$ cat src/rtl/frame_timestamp_recovery_assert.svh
// Assertion macros shared by the frame timestamp recovery RTL.
`ifndef FRAME_TIMESTAMP_RECOVERY_ASSERT_SVH
`define FRAME_TIMESTAMP_RECOVERY_ASSERT_SVH

// Same-cycle implication, sampled on clk, off during rst.
`define FTR_ASSERT_NOW(label, ante, cons, msg) \
  label: assert property (@(posedge clk) disable iff (rst) (ante) |-> (cons)) \
    else $error(msg);

// Next-cycle implication, sampled on clk, off during rst.
`define FTR_ASSERT_NEXT(label, ante, cons, msg) \
  label: assert property (@(posedge clk) disable iff (rst) (ante) |=> (cons)) \
    else $error(msg);

`endif

$ cat src/rtl/ftr_pkg.sv
// Shared types and constants for the frame timestamp recovery block.
package ftr_pkg;

  localparam int TIME_W         = 64;
  localparam int PERIOD_W       = 32;
  localparam int FRAME_W        = 32;
  localparam int GAP_W          = 8;
  localparam int GAIN_W         = 16;
  localparam int ACTION_W       = 2;
  localparam int INC_W          = 40;
  localparam int NUM_W          = 44;
  localparam int DIV_W          = NUM_W;
  localparam int DIV_RADIX_BITS = 4;
  localparam int ADDR_W         = 5;
  localparam int REG_IDX_W      = 3;
  localparam int DATA_W         = 32;

  localparam logic [ACTION_W-1:0] ACT_REPORT  = 2'd0;
  localparam logic [ACTION_W-1:0] ACT_QUERY   = 2'd1;
  localparam logic [ACTION_W-1:0] ACT_RESTART = 2'd2;

  localparam logic [REG_IDX_W-1:0] REG_NOMINAL_PERIOD    = 3'd0;
  localparam logic [REG_IDX_W-1:0] REG_RESYNC_WINDOW     = 3'd1;
  localparam logic [REG_IDX_W-1:0] REG_MAX_PERIOD_ADJUST = 3'd2;
  localparam logic [REG_IDX_W-1:0] REG_MAX_FRAME_GAP     = 3'd3;
  localparam logic [REG_IDX_W-1:0] REG_ESTIMATE_GAIN     = 3'd4;
  localparam logic [REG_IDX_W-1:0] REG_CORRECTION_GAIN   = 3'd5;

  localparam logic [PERIOD_W-1:0] NOMINAL_PERIOD_RESET    = 32'd42949673;
  localparam logic [PERIOD_W-1:0] RESYNC_WINDOW_RESET     = 32'd858993459;
  localparam logic [PERIOD_W-1:0] MAX_PERIOD_ADJUST_RESET = 32'd4294967;
  localparam logic [GAP_W-1:0]    MAX_FRAME_GAP_RESET     = 8'd10;
  localparam logic [GAIN_W-1:0]   ESTIMATE_GAIN_RESET     = 16'd655;
  localparam logic [GAIN_W-1:0]   CORRECTION_GAIN_RESET   = 16'd6554;

  typedef struct packed {
    logic [PERIOD_W-1:0] nominal_period;
    logic [PERIOD_W-1:0] resync_window;
    logic [PERIOD_W-1:0] max_period_adjust;
    logic [GAP_W-1:0]    max_frame_gap;
    logic [GAIN_W-1:0]   estimate_gain;
    logic [GAIN_W-1:0]   correction_gain;
  } ftr_cfg_t;

  typedef struct packed {
    logic load;
    logic restart;
    logic take_frame;
    logic resync;
    logic mul_pred;
    logic add_pred;
    logic err_calc;
    logic num_calc;
    logic div_start;
    logic delta_calc;
    logic gain_mul;
    logic upd_est;
    logic upd_next;
    logic q_mul;
    logic q_add;
  } ftr_cmd_t;

  typedef struct packed {
    logic stale;
    logic gap_big;
    logic err_big;
    logic div_done;
  } ftr_stat_t;

  typedef struct packed {
    logic emit;
    logic accepted;
    logic resynced;
    logic query;
  } ftr_res_t;

endpackage

$ cat src/rtl/ftr_ctrl.sv
// Controller: sequences each transfer through the datapath steps.
`include "frame_timestamp_recovery_assert.svh"

module ftr_ctrl import ftr_pkg::*; (
  input  logic                clk,
  input  logic                rst,
  input  logic                item_valid,
  output logic                item_stall,
  input  logic [ACTION_W-1:0] action,
  input  ftr_stat_t           stat,
  input  logic                slot_free,
  output ftr_cmd_t            cmd,
  output ftr_res_t            res_ctl
);

  localparam int ST_W = 5;
  localparam logic [ST_W-1:0] ST_IDLE      = 5'd0;
  localparam logic [ST_W-1:0] ST_DISPATCH  = 5'd1;
  localparam logic [ST_W-1:0] ST_PRED_MUL  = 5'd2;
  localparam logic [ST_W-1:0] ST_PRED_ADD  = 5'd3;
  localparam logic [ST_W-1:0] ST_ERR_CALC  = 5'd4;
  localparam logic [ST_W-1:0] ST_ERR_CHECK = 5'd5;
  localparam logic [ST_W-1:0] ST_DIV_START = 5'd6;
  localparam logic [ST_W-1:0] ST_DIV_WAIT  = 5'd7;
  localparam logic [ST_W-1:0] ST_DELTA     = 5'd8;
  localparam logic [ST_W-1:0] ST_GAIN_MUL  = 5'd9;
  localparam logic [ST_W-1:0] ST_UPD_EST   = 5'd10;
  localparam logic [ST_W-1:0] ST_UPD_NEXT  = 5'd11;
  localparam logic [ST_W-1:0] ST_RESYNC    = 5'd12;
  localparam logic [ST_W-1:0] ST_QUERY_MUL = 5'd13;
  localparam logic [ST_W-1:0] ST_QUERY_ADD = 5'd14;
  localparam logic [ST_W-1:0] ST_FINISH    = 5'd15;

  logic [ST_W-1:0]     state;
  logic [ST_W-1:0]     state_next;
  logic [ACTION_W-1:0] act;
  logic                acc;
  logic                rs;
  logic                qry;

  always_ff @(posedge clk) begin
    if (rst) begin
      state <= ST_IDLE;
      act   <= ACT_REPORT;
      acc   <= 1'b0;
      rs    <= 1'b0;
      qry   <= 1'b0;
    end else begin
      state <= state_next;
      if (cmd.load) begin
        act <= action;
        acc <= 1'b0;
        rs  <= 1'b0;
        qry <= 1'b0;
      end
      if (cmd.take_frame) begin
        acc <= 1'b1;
      end
      if (cmd.resync) begin
        rs <= 1'b1;
      end
      if (cmd.q_mul) begin
        qry <= 1'b1;
      end
    end
  end

  always_comb begin
    cmd        = '0;
    state_next = state;
    unique case (state)
      ST_IDLE: begin
        if (item_valid) begin
          cmd.load   = 1'b1;
          state_next = ST_DISPATCH;
        end
      end
      ST_DISPATCH: begin
        unique case (act)
          ACT_REPORT: begin
            if (stat.stale) begin
              state_next = ST_FINISH;
            end else begin
              cmd.take_frame = 1'b1;
              state_next     = stat.gap_big ? ST_RESYNC : ST_PRED_MUL;
            end
          end
          ACT_QUERY: begin
            state_next = ST_QUERY_MUL;
          end
          ACT_RESTART: begin
            cmd.restart = 1'b1;
            state_next  = ST_FINISH;
          end
          default: begin
            state_next = ST_FINISH;
          end
        endcase
      end
      ST_PRED_MUL: begin
        cmd.mul_pred = 1'b1;
        state_next   = ST_PRED_ADD;
      end
      ST_PRED_ADD: begin
        cmd.add_pred = 1'b1;
        state_next   = ST_ERR_CALC;
      end
      ST_ERR_CALC: begin
        cmd.err_calc = 1'b1;
        state_next   = ST_ERR_CHECK;
      end
      ST_ERR_CHECK: begin
        cmd.num_calc = 1'b1;
        state_next   = stat.err_big ? ST_RESYNC : ST_DIV_START;
      end
      ST_DIV_START: begin
        cmd.div_start = 1'b1;
        state_next    = ST_DIV_WAIT;
      end
      ST_DIV_WAIT: begin
        if (stat.div_done) begin
          state_next = ST_DELTA;
        end
      end
      ST_DELTA: begin
        cmd.delta_calc = 1'b1;
        state_next     = ST_GAIN_MUL;
      end
      ST_GAIN_MUL: begin
        cmd.gain_mul = 1'b1;
        state_next   = ST_UPD_EST;
      end
      ST_UPD_EST: begin
        cmd.upd_est = 1'b1;
        state_next  = ST_UPD_NEXT;
      end
      ST_UPD_NEXT: begin
        cmd.upd_next = 1'b1;
        state_next   = ST_FINISH;
      end
      ST_RESYNC: begin
        cmd.resync = 1'b1;
        state_next = ST_FINISH;
      end
      ST_QUERY_MUL: begin
        cmd.q_mul  = 1'b1;
        state_next = ST_QUERY_ADD;
      end
      ST_QUERY_ADD: begin
        cmd.q_add  = 1'b1;
        state_next = ST_FINISH;
      end
      ST_FINISH: begin
        if (slot_free) begin
          state_next = ST_IDLE;
        end
      end
      default: begin
        state_next = ST_IDLE;
      end
    endcase
  end

  assign item_stall       = (state != ST_IDLE);
  assign res_ctl.emit     = (state == ST_FINISH) && slot_free;
  assign res_ctl.accepted = acc;
  assign res_ctl.resynced = rs;
  assign res_ctl.query    = qry;

  `FTR_ASSERT_NOW(a_resync_needs_accept, res_ctl.emit && res_ctl.resynced, res_ctl.accepted,
                  "resync reported without an accepted frame")

endmodule

$ cat config.mk
export PLATFORM = sky130hd
export DESIGN_NAME = ftr_ctrl
export DESIGN_NICKNAME = d
export VERILOG_FILES = /design/src/rtl/ftr_pkg.sv /design/src/rtl/ftr_ctrl.sv
export VERILOG_INCLUDE_DIRS = /design/src /design/src/rtl
export SDC_FILE = /design/constraint.sdc
export NUM_CORES = 1
export LEC_CHECK = 0
export BUFFER_PORTS_ARGS = -buffer_cell sky130_fd_sc_hd__buf_2
export CORE_MARGIN = 3
export CORE_UTILIZATION = 47
export DETAILED_ROUTE_END_ITERATION = 10
export HOLD_SLACK_MARGIN = 0.02
export PLACE_DENSITY = 0.92
export REMOVE_ABC_BUFFERS = 1
export SLEW_MARGIN = 20
export SYNTH_ARGS = -nofsm -noshare
export SYNTH_HDL_FRONTEND = slang
export SYNTH_SLANG_ARGS = --single-unit
$ cat constraint.sdc
create_clock -name clk -period 2.78 [get_ports clk]
set_input_delay 0 -clock clk [delete_from_list [all_inputs] [get_ports clk]]
set_output_delay 0 -clock clk [all_outputs]
set_load 0.01 [all_outputs]
Word level (Yosys, flattened, before mapping)
Index checks and enable logic that the tools add are counted.
{ "totals": {"regBits": 10, "input_bits": 10, "out_inout_bits": 20, "wordCells": 64} }
{ "classes": {"n_eq_ne": 20, "mux": 30, "n_reduce_logical": 9} }
{ "ops": {"columns": ["operator", "count"], "rows": [
  ["one-hot mux 5 bit (14 select lines)", 1],
  ["equality test 5 x 4 -> 1 bit (second input constant)", 8],
  ["two-way mux 1 bit", 21],
  ["equality test 5 x 3 -> 1 bit (second input constant)", 4],
  ["two-way mux 5 bit", 3],
  ["two-way mux 4 bit", 3],
  ["equality test 5 x 2 -> 1 bit (second input constant)", 2],
  ["one-hot mux 4 bit (2 select lines)", 1],
  ["inequality test 2 bit (second input constant)", 3],
  ["nonzero test 2 bit", 3],
  ["equality test 5 x 1 -> 1 bit (second input constant)", 1],
  ["logical NOT 5 bit", 1],
  ["nonzero test 5 bit", 1],
  ["AND reduction 3 bit", 1],
  ["OR reduction 3 bit", 1],
  ["equality test 2 x 1 -> 1 bit (second input constant)", 1],
  ["equality test 2 bit (second input constant)", 1],
  ["logical NOT 2 bit", 1],
  ["two-way mux 2 bit", 1],
  ["logical AND 1 bit", 1]
]} }

Logic depth before layout (Yosys ltp)
{ "depth": {"depth_word": 4, "mapped_depth": 5} }

Least setup slack after synthesis
No wires, ideal clock.
{ "synth_path": {"path_type": "flip-flop to flip-flop", "startpoint": "register state[3]", "endpoint": "register state[0]", "arrival_time_ps": 1264, "setup_slack_ps": 1383, "path_stages_with_launch": 6, "period_less_slack_ps": 1397, "cell_sequence": "dfxtp_1 > buf_6 > or4_4 > o22ai_2 > a31o_1 > a21oi_1"} }
{ "synth_via": {"elab_chain_len": 3, "elab_cells_between_ends": 22, "classes_between": "eq/ne: 18; mux: 1; reduce/logical: 3"} }
{ "synth_lines": {"columns": ["item", "line", "text"], "rows": [
  ["start: declaration", "ftr_ctrl.sv:34", "logic [ST_W-1:0] state;"],
  ["start signal: assignment", "ftr_ctrl.sv:49", "state <= state_next;"],
  ["equality test 5 x 4 -> 1 bit, or another cell as far along", "ftr_ctrl.sv:71", "unique case (state)"],
  ["OR reduction 3 bit (no source line) or inequality test 2 bit (tied branches)", null, null],
  ["one-hot mux 5 bit (14 select lines) or AND reduction 3 bit (tied branches)", null, null]
]} }
Several ways; a longest one is shown, not always the timed one.
A chain may end at the register's enable or synchronous reset.

Worst setup path after layout
{ "layout_path": {"startpoint": "register state[0]", "endpoint": "register state[3]"} }
The elaborated chain is that of the path after synthesis.

==> impl_metrics.csv <==
group,metric,value,unit
status,status,"complete, no violations",
global_route,antenna_found_initial,0,
timing,hold-worst-slack,0.0502,ns
clock_tree,clkTransAtPathRegs,0.07,ns
floorplanning,initial_utilization,0.533,
power,post-layout-total-power,0.000790,W
timing,unrepaired_setup_endpoints_after_global_routing,"false",
logic_synthesis,ys.warnings.count,0,
timing,timing_hold_violations_final,0,
timing,finalSetupViolations,0,
clock_tree,cts-resized-gates,0,
detailed_routing,wl_per_cell,12.3,um
timing,transition_time_at_the_pin_with_the_least_slew_margin,0.543,ns
clock_tree,clock_latency,0.26,ns
cells_and_area,share_of_layout_cells_above_drive_strength_1,0.319,
detailed_routing,drt-vias-per-instance,5.54,
cells_and_area,layout-area-overhead-vs-synth,26.1,%
detailed_routing,tritonroute_pass_1_iters,4,
detailed_routing,ant_nets,0,
floorplanning,core.rowCount,12,
timing,final.period_utilization,0.569,
floorplanning,die-width,42.4,um
setup_path,critPathMaxStageDelay,0.57,ns
cells_and_area,insertedDiodeCount,0,
clock_tree,tritoncts,"done",
global_route,grt_first_pass_wirelength,2430,um
place,dp.final_hpwl,1160,um
setup_path,path_max_fanout,14,
floorplanning,die_area,1800,um^2
logic_synthesis,synth_cell_type_count,31,
logic_synthesis,top_cells_by_area_synth,"sky130_fd_sc_hd__dfxtp_1 29%, sky130_fd_sc_hd__nor2_1 8.4%, sky130_fd_sc_hd__a21oi_1 7.2%",
timing,totalNegativeSetupSlack,0,ns
logic_synthesis,yosysTopAreaCellShare,0.289,
floorplanning,chipHeight,42.4,um
clock_tree,cts.root.buffer_cell,"sky130_fd_sc_hd__clkbuf_4",
logic_synthesis,synth.avg_cell_area,7.26,um^2
global_route,largest_net_degree_at_the_start_of_global_routing,18,
timing,max-slew-margin-rel,0.638,
job,max-cap-violations,0,
detailed_routing,drt_drc_violations_left,0,
timing,fmax,0.632,GHz
floorplanning,pin_count,30,
logic_synthesis,number_of_enable_type_register_cells_in_the_synthesized_netlist,0,
logic_synthesis,synth-async-reset-ratio,0,
power,power_density,1000,nW/um^2
clock_tree,clock_path_buffers,2,
logic_synthesis,synth_commonest_cells,"14 x sky130_fd_sc_hd__nor2_1, 9 x sky130_fd_sc_hd__a21oi_1, 9 x sky130_fd_sc_hd__dfxtp_1",
cells_and_area,design_area,787,um^2
power,cellLeakagePower,0.400,nW
timing,slew_violations,0,
logic_synthesis,synthesis.area,624,um^2
setup_path,arrival,1.71,ns
logic_synthesis,synthCells,86,
logic_synthesis,synth_top_flop_cell,"sky130_fd_sc_hd__dfxtp_1",
place,place.port_buffers,29,
setup_path,critical_path_required,2.91,ns
clock_tree,hold_buffers,3,
global_route,first_global_vias,568,
detailed_routing,detail_route.wirelength,1560,um
clock_tree,sinks_on_the_clock_net,9,
place,place_congestion,0.805,
setup_path,setup.worst_path.start_class,"register",
setup_path,crit_path_cell_trace,"nor4b_2 > o21ai_1 > a211o_1 > o41ai_1",
global_route,overflow,0,
clock_tree,tritoncts.num_buffers,3,
clock_tree,htree_levels,1,
logic_synthesis,yosysMostFrequentCell,"sky130_fd_sc_hd__nor2_1",
clock_tree,post_cts_buffers,0,
place,dpl_cell_area,731,um^2
timing,final_period_minus_worst_setup_slack,1.58,ns
logic_synthesis,yosysSeqAreaShare,0.289,
cells_and_area,layout.core_utilization,0.672,
detailed_routing,drt_iter0_markers,21,
setup_path,criticalPathCategory,"reg -> reg",
logic_synthesis,synth-seq-cells,9,
cells_and_area,final_net_count,124,
logic_synthesis,synth.largest_area_cell,"sky130_fd_sc_hd__dfxtp_1",
power,largest_voltage_drop_on_the_vdd_net,0.672,mV
setup_path,worst_setup_path_end_kind,"register",
setup_path,cpMaxStageDelayCell,"sky130_fd_sc_hd__dfxtp_1",
detailed_routing,vias,704,
hold_path,hold_path_class,"in -> reg",
timing,fin_worst_skew,0.0106,ns
floorplanning,core_area,1170,um^2
global_route,gr-usage-all-layers,0.169,
-- critical path: cells and delay by family (launching register included) --
kind	cells	cell delay (ns)
flops	1	0.57
simple gates	1	0.39
compound gates	3	0.51
-- layout by cell type (no fill, tap or decap), drive strengths merged, types with 4 or more instances in the layout --
master  count
nor3        6
buf        29
a21oi       9
dfxtp       9
inv         4
nand2       8
nor2       14
clkbuf      4
-- cells by family after synthesis --
logic type	after synthesis	share of synthesized area
flops	9	0.289
mux	2	0.0321
compound gates	20	0.210
buf+inv	13	0.114
simple gates	42	0.355
-- layout make-up --
class / count / area (um^2)
Timing Repair Buffer: 32 / 175
Multi-Input combinational cell: 64 / 373
Tap cell: 14 / 17.5
Sequential cell: 9 / 180
Fill cell: 112 / 384
Clock buffer: 4 / 26.3
Inverter: 4 / 15.0
-- where the power goes --
| group | total, W | leakage (nW) | internal [W] | switching (W) |
|---|---|---|---|---|
| sequential | 0.000278 | 0.0736 | 0.000169 | 0.000108 |
| clock | 0.0000979 | 0.0150 | 0.0000551 | 0.0000429 |
| combinational | 0.000414 | 0.311 | 0.000192 | 0.000222 |
| total | 0.000790 | 0.400 | 0.000416 | 0.000374 |
-- state kept, by name (all words and copies together), names as in the netlist --
register / cells
state: 4
act: 2
acc: 1
qry: 1
rs: 1
-- stage by stage --
step                worst slack, ns  instances
floorplan                      1.35         77
global placement               1.32        120
detailed placement             1.24        120
CTS                            1.23        127
global route                   1.10        127
finish                         1.20        127
-- final timing paths --
kind / startpoint / end / slack (ns) / cells after the start
setup / recovery: state[0]$_SDFFE_PP0P_ / state[3]$_SDFFE_PP0P_ / 1.20 / 4
hold / removal: rst / acc$_SDFFE_PP0P_ / 0.05 / 2
setup reg to reg: state[0]$_SDFFE_PP0P_ / state[3]$_SDFFE_PP0P_ / 1.20 / 4
hold reg to reg: qry$_SDFFE_PP0P_ / qry$_SDFFE_PP0P_ / 0.49 / 2
-- layer usage --
metal	global-route usage	vias up	share of wire	routed length [um]
met5	0	-	0	0
met4	0.0373	0	0.0051	8
met3	0.0429	2	0.088	137
met2	0.298	36	0.46	725
met1	0.202	312	0.44	691
li1	-	354	-	-
Power figures use the tool's default switching activity.
